`src/rtl/fac_pkg.sv`:
```
`default_nettype none
// ----------------------------------------------------------------------------
// Frustum box cull package
// Shared item types and constants for the frustum box cull block.
// ----------------------------------------------------------------------------
package fac_pkg;

    localparam int unsigned MatDepth = 16;
    localparam int unsigned QueueDepthDefault = 2;

    localparam logic CmdLoad = 1'b0;
    localparam logic CmdTest = 1'b1;

    typedef struct packed {
        logic               cmd;
        logic [3:0]         matrix_index;
        logic signed [31:0] matrix_value;
        logic signed [31:0] box_min_x;
        logic signed [31:0] box_min_y;
        logic signed [31:0] box_min_z;
        logic signed [31:0] box_max_x;
        logic signed [31:0] box_max_y;
        logic signed [31:0] box_max_z;
    } t_in_item;

    typedef struct packed {
        logic inside_res;
        logic was_test;
    } t_out_item;

endpackage
`default_nettype wire

```
`src/rtl/fac_queue.sv`:
```
`default_nettype none
// ----------------------------------------------------------------------------
// Frustum box cull queue
// Short FIFO of items between the front and the back part.
// ----------------------------------------------------------------------------
module fac_queue #(
    parameter int unsigned DEPTH = fac_pkg::QueueDepthDefault
) (
    input  wire              i_clk,
    input  wire              i_rst_n,
    input  wire              i_push,
    input  fac_pkg::t_in_item i_data,
    output logic             o_full,
    input  wire              i_pop,
    output logic             o_empty,
    output fac_pkg::t_in_item o_data
);
    localparam int unsigned AW = (DEPTH > 1) ? $clog2(DEPTH) : 1;

    fac_pkg::t_in_item r_mem [DEPTH];
    logic [AW-1:0] r_wp, r_rp;
    logic [AW:0]   r_cnt;

    assign o_full  = (r_cnt == (AW+1)'(DEPTH));
    assign o_empty = (r_cnt == '0);
    assign o_data  = r_mem[r_rp];

    always_ff @(posedge i_clk) begin
        if (i_push) begin
            r_mem[r_wp] <= i_data;
        end
    end

    always_ff @(posedge i_clk) begin
        if (!i_rst_n) begin
            r_wp  <= '0;
            r_rp  <= '0;
            r_cnt <= '0;
        end else begin
            if (i_push) begin
                r_wp <= (r_wp == AW'(DEPTH-1)) ? '0 : r_wp + 1'b1;
            end
            if (i_pop) begin
                r_rp <= (r_rp == AW'(DEPTH-1)) ? '0 : r_rp + 1'b1;
            end
            r_cnt <= r_cnt + (AW+1)'(i_push) - (AW+1)'(i_pop);
        end
    end

    ap_no_overflow: assert property (@(posedge i_clk) disable iff (!i_rst_n)
        o_full |-> !i_push) else $error("queue overflow");
    ap_no_underflow: assert property (@(posedge i_clk) disable iff (!i_rst_n)
        o_empty |-> !i_pop) else $error("queue underflow");
    ap_count_range: assert property (@(posedge i_clk) disable iff (!i_rst_n)
        r_cnt <= (AW+1)'(DEPTH)) else $error("queue count out of range");

endmodule
`default_nettype wire

```
`src/rtl/fac_back.sv`:
```
`default_nettype none
// ----------------------------------------------------------------------------
// Frustum box cull back end
// Holds the matrix and checks six planes with one shared dot-product unit.
// ----------------------------------------------------------------------------
module fac_back (
    input  wire               i_clk,
    input  wire               i_rst_n,
    input  wire               i_empty,
    input  fac_pkg::t_in_item i_item,
    output logic              o_pop,
    output logic              o_valid,
    input  wire               i_stall,
    output fac_pkg::t_out_item o_item
);
    typedef enum logic [4:0] {
        S_IDLE = 5'b00001,
        S_SEL  = 5'b00010,
        S_MUL  = 5'b00100,
        S_ACC  = 5'b01000,
        S_OUT  = 5'b10000
    } t_state;

    t_state r_state, n_state;
    logic signed [31:0] r_mat [fac_pkg::MatDepth];
    logic [2:0] r_pl;
    logic [1:0] r_ax;
    logic r_inside, r_nz;
    logic signed [32:0] r_na;
    logic signed [31:0] r_vb;
    logic signed [65:0] r_prod;
    logic signed [67:0] r_acc;
    fac_pkg::t_in_item r_box;
    logic r_ov;
    fac_pkg::t_out_item r_out;

    logic [1:0] k;
    logic       neg;
    logic signed [32:0] r3, rk, nsel;
    logic signed [31:0] vsel;

    assign k   = r_pl[2:1];
    assign neg = r_pl[0];

    always_comb begin
        r3 = 33'(r_mat[{r_ax, 2'd3}]);
        rk = 33'(r_mat[{r_ax, k}]);
        nsel = neg ? r3 - rk : r3 + rk;
        case (r_ax)
            2'd0: vsel = nsel >= 0 ? r_box.box_max_x : r_box.box_min_x;
            2'd1: vsel = nsel >= 0 ? r_box.box_max_y : r_box.box_min_y;
            2'd2: vsel = nsel >= 0 ? r_box.box_max_z : r_box.box_min_z;
            default: vsel = 32'sd65536;
        endcase
    end

    assign o_pop   = (r_state == S_IDLE) && !i_empty && (!r_ov || !i_stall);
    assign o_valid = r_ov;
    assign o_item  = r_out;

    always_comb begin
        n_state = r_state;
        case (r_state)
            S_IDLE:  if (o_pop && i_item.cmd == fac_pkg::CmdTest) n_state = S_SEL;
            S_SEL:   n_state = S_MUL;
            S_MUL:   n_state = S_ACC;
            S_ACC: begin
                if (r_ax != 2'd3) n_state = S_SEL;
                else if (r_pl == 3'd5) n_state = S_OUT;
                else n_state = S_SEL;
            end
            S_OUT:   if (!r_ov || !i_stall) n_state = S_IDLE;
            default: n_state = S_IDLE;
        endcase
    end

    always_ff @(posedge i_clk) begin
        if (!i_rst_n) begin
            r_state <= S_IDLE;
            r_ov    <= 1'b0;
            for (int i = 0; i < fac_pkg::MatDepth; i++) r_mat[i] <= '0;
        end else begin
            r_state <= n_state;
            if (r_ov && !i_stall) r_ov <= 1'b0;
            case (r_state)
                S_IDLE: begin
                    if (o_pop) begin
                        r_box <= i_item;
                        r_pl <= '0;
                        r_ax <= '0;
                        r_acc <= '0;
                        r_nz <= 1'b0;
                        r_inside <= 1'b1;
                        if (i_item.cmd == fac_pkg::CmdLoad) begin
                            r_mat[i_item.matrix_index] <= i_item.matrix_value;
                            r_ov  <= 1'b1;
                            r_out <= '{inside_res: 1'b0, was_test: 1'b0};
                        end
                    end
                end
                S_SEL: begin
                    if (r_ax == 2'd3) begin
                        r_na <= neg ? 33'(r_mat[15]) - 33'(r_mat[{2'd3, k}])
                                    : 33'(r_mat[15]) + 33'(r_mat[{2'd3, k}]);
                        r_vb <= 32'sd65536;
                    end else begin
                        r_na <= nsel;
                        r_vb <= vsel;
                        if (nsel != 0) r_nz <= 1'b1;
                    end
                end
                S_MUL: r_prod <= r_na * r_vb;
                S_ACC: begin
                    if (r_ax == 2'd3) begin
                        if (r_nz && (r_acc + 68'(r_prod)) < 0) r_inside <= 1'b0;
                        r_acc <= '0;
                        r_nz  <= 1'b0;
                        r_ax  <= '0;
                        r_pl  <= r_pl + 3'd1;
                    end else begin
                        r_acc <= r_acc + 68'(r_prod);
                        r_ax  <= r_ax + 2'd1;
                    end
                end
                S_OUT: begin
                    if (!r_ov || !i_stall) begin
                        r_ov  <= 1'b1;
                        r_out <= '{inside_res: r_inside, was_test: 1'b1};
                    end
                end
                default: ;
            endcase
        end
    end

    ap_pop_idle: assert property (@(posedge i_clk) disable iff (!i_rst_n)
        o_pop |-> r_state == S_IDLE) else $error("pop outside idle");
    ap_hold: assert property (@(posedge i_clk) disable iff (!i_rst_n)
        (o_valid && i_stall) |=> o_valid && $stable(o_item)) else $error("result lost");
    ap_plane: assert property (@(posedge i_clk) disable iff (!i_rst_n)
        r_state == S_SEL |-> r_pl < 3'd6) else $error("plane index range");

endmodule
`default_nettype wire

```
`src/rtl/frustum_aabb_cull.sv`:
```
`default_nettype none
// ----------------------------------------------------------------------------
// Frustum box cull top level
// Load items write the matrix; test items are checked against six planes.
// Throughput: one load item a cycle while the output is not stalled; a test holds
// the back part in the shared multiply-accumulate unit (six planes, four terms,
// three steps each: select, multiply, accumulate) before its result is given.
// A queue (two entries by default) lets input be taken while the back part works.
// Reset (synchronous, active low) clears the matrix, queue and result valid.
// ----------------------------------------------------------------------------
module frustum_aabb_cull #(
    parameter int unsigned QUEUE_DEPTH = fac_pkg::QueueDepthDefault
) (
    input  wire                i_clk,
    input  wire                i_rst_n,
    input  wire                i_valid,
    output logic               o_stall,
    input  fac_pkg::t_in_item  i_item,
    output logic               o_valid,
    input  wire                i_stall,
    output fac_pkg::t_out_item o_item
);
    logic full, empty, pop;
    fac_pkg::t_in_item q_item;

    assign o_stall = full;

    fac_queue #(.DEPTH(QUEUE_DEPTH)) u_queue (
        .i_clk(i_clk), .i_rst_n(i_rst_n),
        .i_push(i_valid && !full), .i_data(i_item), .o_full(full),
        .i_pop(pop), .o_empty(empty), .o_data(q_item)
    );

    fac_back u_back (
        .i_clk(i_clk), .i_rst_n(i_rst_n),
        .i_empty(empty), .i_item(q_item), .o_pop(pop),
        .o_valid(o_valid), .i_stall(i_stall), .o_item(o_item)
    );

endmodule
`default_nettype wire

```
`config.mk`:
```
export PLATFORM = sky130hd
export DESIGN_NAME = frustum_aabb_cull
export DESIGN_NICKNAME = d
export VERILOG_FILES = /design/src/rtl/fac_pkg.sv /design/src/rtl/fac_queue.sv /design/src/rtl/fac_back.sv /design/src/rtl/frustum_aabb_cull.sv
export SDC_FILE = /design/constraint.sdc
export NUM_CORES = 2
export LEC_CHECK = 0
export BUFFER_PORTS_ARGS = -buffer_cell sky130_fd_sc_hd__buf_2
export CAP_MARGIN = 30
export CELL_PAD_IN_SITES_DETAIL_PLACEMENT = 1
export CELL_PAD_IN_SITES_GLOBAL_PLACEMENT = 1
export CORE_ASPECT_RATIO = 1.25
export CORE_MARGIN = 5
export CORE_UTILIZATION = 53
export DETAILED_ROUTE_END_ITERATION = 12
export PLACE_DENSITY = 0.84
export REMOVE_ABC_BUFFERS = 1
export SLEW_MARGIN = 15
export SYNTH_ARGS = -nofsm -noshare
export SYNTH_HDL_FRONTEND = slang
export SYNTH_SLANG_ARGS = --single-unit
```
`constraint.sdc`:
```
create_clock -name i_clk -period 14.9 [get_ports i_clk]
set_input_delay 0.745 -clock i_clk [delete_from_list [all_inputs] [get_ports i_clk]]
set_output_delay 0.745 -clock i_clk [all_outputs]
set_load 0.02 [all_outputs]
```
Word level (Yosys, flattened, before mapping)
Memory sizes are Yosys's and may differ from the RTL's. A register that Yosys moved wholly into a read port is not among the register bits.
Index checks and enable logic that the tools add are counted.
{"block": "totals", "out_inout_bits": 4, "romBits": 0, "mem_count": 2, "latch_bits": 0, "ff_bits": 409, "mem_bits_rw": 970}
{"block": "classes", "n_mul": 1, "n_reduce_logical": 27, "mux": 56, "bitwise_logic": 0, "div": 0, "n_eq_ne": 19, "shifts": 0, "addsub": 11, "magnitude_cmp": 2}
{"name": "u_back.r_mat", "depth": 16, "width": 32, "read_ports": 4, "rd_clocked_by_memory_dff": 2, "write_ports": 16, "line_no": "fac_back.sv:25", "text": "logic signed [31:0] r_mat [fac_pkg::MatDepth];"}
{"name": "u_queue.r_mem", "depth": 2, "width": 229, "read_ports": 1, "rd_clocked_by_memory_dff": 1, "write_ports": 1, "line_no": "fac_queue.sv:20", "text": "fac_pkg::t_in_item r_mem [DEPTH];"}
{"cell": "$mux W68", "count": 2}
{"cell": "$pmux W68 S2", "count": 1}
{"cell": "$mux W32", "count": 4}
{"cell": "$mux W33", "count": 3}
{"cell": "$pmux W32 S3", "count": 1}
{"cell": "$add A68 B65 Y68", "count": 1}
{"cell": "$lt A68 B1 Y1 const B", "count": 1}
{"cell": "$add A32 B32 Y33", "count": 2}
{"cell": "$sub A32 B32 Y33", "count": 2}
{"cell": "$mul A33 B32 Y65", "count": 1}
{"cell": "$ge A33 B1 Y1 const B", "count": 1}
{"cell": "$reduce_bool A33 Y1", "count": 1}
{"cell": "$reduce_or A32 Y1", "count": 1}
{"cell": "$pmux W5 S5", "count": 1}
{"cell": "$mux W1", "count": 24}
{"cell": "$mux W5", "count": 4}
{"cell": "$mux W4", "count": 3}
{"cell": "$mux W2", "count": 5}
{"cell": "$ne A2 B1 Y1 const B", "count": 5}
{"cell": "$reduce_and A5 Y1", "count": 2}
{"cell": "$ne A2 B2 Y1 const B", "count": 4}
{"cell": "$pmux W2 S2", "count": 2}
{"cell": "$eq A2 B2 Y1 const B", "count": 3}
{"cell": "$logic_and A1 B1 Y1", "count": 6}
{"cell": "25 further kinds", "count": 36}

Depth between registers and ports, before layout
{"block": "depth", "ltp_word": 10, "ltp_mapped": 32, "mapped_depth_nobuf": 30}

Hierarchy
From an unflattened synthesis, not the netlist that was laid out.
{"block": "hier_totals", "hier_cells": 8128, "hier_area_um2": 101058.2}
{"module": "fac_back", "seq_area_each_um2": 27556.4, "instances": 1, "cells_each": 7394, "area_each_um2": 84215.8}
{"module": "fac_queue", "seq_area_each_um2": 13853.3, "instances": 1, "cells_each": 733, "area_each_um2": 16828.6}
{"module": "frustum_aabb_cull", "seq_area_each_um2": 0.0, "instances": 1, "cells_each": 1, "area_each_um2": 13.8}

Worst setup path after synthesis
No wires, ideal clock.
{"block": "synth_timing", "path_type": "input to register", "startpoint": "in i_valid", "endpoint": "reg u_queue.r_wp", "arrival_ns": 11.081, "path_buffers": 0, "stages": 3, "slack_ns": 3.716, "cell_sequence": "nand2_1 > nor2_1 > o21a_1"}
{"block": "synth_between", "elab_chain_len": 1}
{"element": "start: declaration", "line_no": "frustum_aabb_cull.sv:16", "text": "input wire i_valid,"}
{"element": "$logic_and A1 B1 Y1", "line_no": "frustum_aabb_cull.sv:30", "text": ".i_push(i_valid && !full), .i_data(i_item), .o_full(full),"}
{"element": "end signal: assignment", "line_no": "fac_queue.sv:41", "text": "r_wp <= (r_wp == AW'(DEPTH-1)) ? '0 : r_wp + 1'b1;"}
{"element": "end: declaration", "line_no": "fac_queue.sv:21", "text": "logic [AW-1:0] r_wp, r_rp;"}
Every way passes these cells.
A chain may end at the register's enable or synchronous reset.

Final worst setup path
{"block": "layout_timing", "startpoint": "reg u_back.r_vb[2]", "endpoint": "reg u_back.r_prod[62], data pin"}
{"block": "layout_between", "elab_chain_len": 1}
{"element": "start: declaration", "line_no": "fac_back.sv:30", "text": "logic signed [31:0] r_vb;"}
{"element": "start signal: assignment", "line_no": "fac_back.sv:108", "text": "r_vb <= vsel;"}
{"element": "$mul A33 B32 Y65", "line_no": "fac_back.sv:112", "text": "S_MUL: r_prod <= r_na * r_vb;"}
{"element": "end signal: assignment", "line_no": "fac_back.sv:112"}
{"element": "end: declaration", "line_no": "fac_back.sv:31", "text": "logic signed [65:0] r_prod;"}
Every way passes these cells.

==> summary.md <==
| Metric | Value |
|---|---|
| Outcome | complete, no violations |
| Routed WL per cell | a little over 30 um |
| Gpl congestion | roughly 0.94 |
| Hold_buf cts | 0 |
| Row count | between 150 and 200 |
| Post-synth top area share | 0.4108 |
| Period utilization | 0.6471 |
| Async set-reset flop share out of synthesis | 0 |
| Yosys cell types | around 90 |
| PortBufs | 236 |
| Post-place instance area | 104200 um2 |
| TritonRoute pass-1 iters | 6 |
| Cell Area, Synth | roughly 100000 um2 |
| Synth cell count leaders | 1369 x edfxtp_1, 1115 x fa_1, 1072 x inv_1 |
| Total number of yosys warnings | 0 |
| Share of cells above drive strength 1 | 0.1271 |
| Final Max Slew Viols | 0 |
| Worst Setup Start Kind | flip-flop |
| Synth Register Bits | about 1400 |
| Post-Syn Instances | around 8300 |
| Top cells by area, synth | edfxtp_1 41%, fa_1 22%, mux4_2 4.6% |
| Seq/Total Area, Yosys | 0.4138 |
| Syn Area/Cell | roughly 12 um2 |
| Worst slew margin | 0.1925 |
| GRT Residual Overflow | 0 |
| Post-synth EDFFs | approximately 1400 |
| Worst-Margin Slew | 1.211 ns |
| Worst Path Arrival | approximately 10 ns |
| TritonCTS clock tree | built |
| Ports | ~240 |
| Final hold vios | 0 |
| Die H | between 400 and 500 um |
| FMAX | a little over 0.1 GHz |
| DIE AREA | between 150000 and 200000 um2 |
| Max FO, Critical Path | 16 |
| Vias in the first global route | approximately 80000 |
| Clk buf depth | 3 |
| Multi-input logic area | between 50000 and 60000 um2 |
| Initial Util | 0.5323 |
| Top-count cell post-synth | edfxtp_1 |
| Area Overhead vs Synth | 8.772% |
| H-tree levels | 4 |
| RSZ-0062 raised after global routing | no |
| Finished Core Util | 0.5790 |
| Filler instances | approximately 19000 |
| First DRT Iteration DRCs | approximately 7600 |
| Largest net degree at the start of global routing | between 150 and 200 |
| Root buffer cell | clkbuf_16 |
| CTS resizes | 0 |
| Critical path class | reg -> reg |
| Initial antenna violation count | 46 |
| Clock Latency Late Sink | 0.85 ns |
| Tot GR Track Use | 0.3329 |
| Number of buffers created by CTS | ~140 |
| Worst clock skew | 0.05436 ns |
| WL final | 340.1 mm |
| CP Capture Type | flip-flop |
| Worst Hold Class | in -> reg |
| Clock Sinks | 1384 |
| First-pass GRT wire length | 491.1 mm |
| Setup_tns | 0 ns |
| Post-DR vias/cell | approximately 6.4 |
| Clk slew on worst S/H paths | 0.07 ns |
| Tmin final | 9.641 ns |
| Hpwl dp | roughly 220 mm |
| Nets | ~10000 |
| Register area | 41420 um2 |
| Setup Buffers After CTS | 0 |
| Ys flop type | edfxtp_1 |
| Largest area contributor in the synthesized netlist | edfxtp_1 |
| Post-DRT Antenna Nets | 0 |
| Final Cell Area | 108800 um2 |
| CP required | ~16 ns |
| Die width | 398.6 um |
| Final setup vio count | 0 |
| Via count | 70480 |
| Core ar. | around 190000 um2 |
| Residual DRC | 0 |
| Max-Cap Viols | 0 |
==> worst paths after layout <==
check	start	endpoint	slack, ns	depth (start not counted)
max	u_back.r_vb[2]$_SDFFCE_PP0P_	u_back.r_prod[62]$_DFFE_PP_	5.26	24
min	i_item[112]	u_queue.r_mem[0][112]$_DFFE_PP_	0.1	1
max reg2reg	u_back.r_vb[2]$_SDFFCE_PP0P_	u_back.r_prod[62]$_DFFE_PP_	5.26	24
min reg2reg	u_queue.r_mem[0][110]$_DFFE_PP_	u_back.r_box[110]$_DFFE_PP_	0.53	1
==> registers in the layout, summed over array words and instances (netlist names), 2 cells and up, named ones only <==
signal	count
u_back.r_acc	68
u_back.r_state	5
u_back.r_mat	512
u_queue.r_mem	458
u_back.r_na	33
u_back.r_ax	2
u_queue.r_cnt	2
u_back.r_box	192
u_back.r_pl	3
u_back.o_item	2
u_back.r_prod	65
u_back.r_vb	32
==> layout make-up <==
cell class / instances / area share
antenna: 46 / 0.001058
tap: 2520 / 0.02897
clock buffer: 173 / 0.03381
multi-input combinational: 5343 / 0.4856
clock inverter: 84 / 0.007587
inverter: 1076 / 0.03711
timing repair buffer: 420 / 0.02537
sequential: 1384 / 0.3805
==> worst max-delay path: stages, from the launching register on <==
cell and delay, ns:
edfxtp_1 1.04, nand2_1 0.21, inv_1 0.20, fa_1 0.47
fa_1 0.54, fa_1 0.82, fa_1 1.02, inv_1 0.43
fa_1 0.60, inv_1 0.06, fa_1 0.55, inv_1 0.06
fa_1 0.48, inv_1 0.05, fa_1 0.45, ha_1 0.36
a21o_1 0.19, a21oi_1 0.18, nor2b_1 0.07, o21ai_0 0.28
nand3_1 0.10, o21ai_0 0.46, a21oi_1 0.23, or4_1 0.47
nand4_1 0.12
==> cells by family (layout without fill, tap and decap cells) <==
kind of cell / after synthesis / after routing / share of synthesized area
buffers and inverters: 1536 / 1753 / 0.05859
other: 0 / 46 / 0
AO/OA/AOI/OAI: 854 / 854 / 0.05673
AND/OR/NAND/NOR: 2310 / 2310 / 0.1080
flip-flops: 1384 / 1384 / 0.4138
multiplexers: 488 / 488 / 0.07698
adder cells (fa/ha/maj): 1443 / 1443 / 0.2641
XOR/XNOR: 248 / 248 / 0.02178
==> layout by cell type, fill, tap and decap left out, types with 32 or more instances in the layout <==
| master | instances |
|---|---|
| nor2b_1 | 34 |
| buf_2 | 237 |
| nor2_1 | 752 |
| mux4_2 | 205 |
| diode_2 | 46 |
| ha_1 | 325 |
| o21ai_0 | 116 |
| nand4_1 | 40 |
| nand3_1 | 47 |
| mux2_2 | 202 |
| xor2_1 | 47 |
| a211o_1 | 37 |
| fa_1 | 1115 |
| a221oi_1 | 39 |
| o21ai_1 | 32 |
| and2_1 | 528 |
| buf_4 | 170 |
| a22oi_1 | 63 |
| edfxtp_1 | 1369 |
| xnor2_1 | 200 |
| nor3_1 | 55 |
| nand2_1 | 698 |
| a21o_1 | 109 |
| a21oi_1 | 228 |
| inv_1 | 1072 |
| clkbuf_16 | 142 |
| mux2i_1 | 79 |
==> metal layers <==
metal | vias to the layer above | share of wire | track usage
met5 | - | 0.00016 | 0
met4 | 8 | 0.091 | 0.2394
met3 | 1836 | 0.088 | 0.06674
met2 | 4840 | 0.51 | 0.5862
met1 | 35830 | 0.31 | 0.3572
li1 | 27960 | - | -
==> stage by stage <==
stage / instances / hold WS, ns / worst slack [ns]
2_1_floorplan: 7803 / 0.4967 / 2.149
3_3_place_gp: 10730 / 0.5246 / 5.699
3_5_place_dp: 10740 / 0.5360 / 5.558
4_1_cts: 11000 / 0.05246 / 5.416
5_1_grt: 11030 / 0.07599 / 4.951
6_report: 11050 / 0.09956 / 5.259
Power is left out: the tool's default activity adds up to more than one toggle a clock period on the data nets, which glitch-free logic cannot reach.
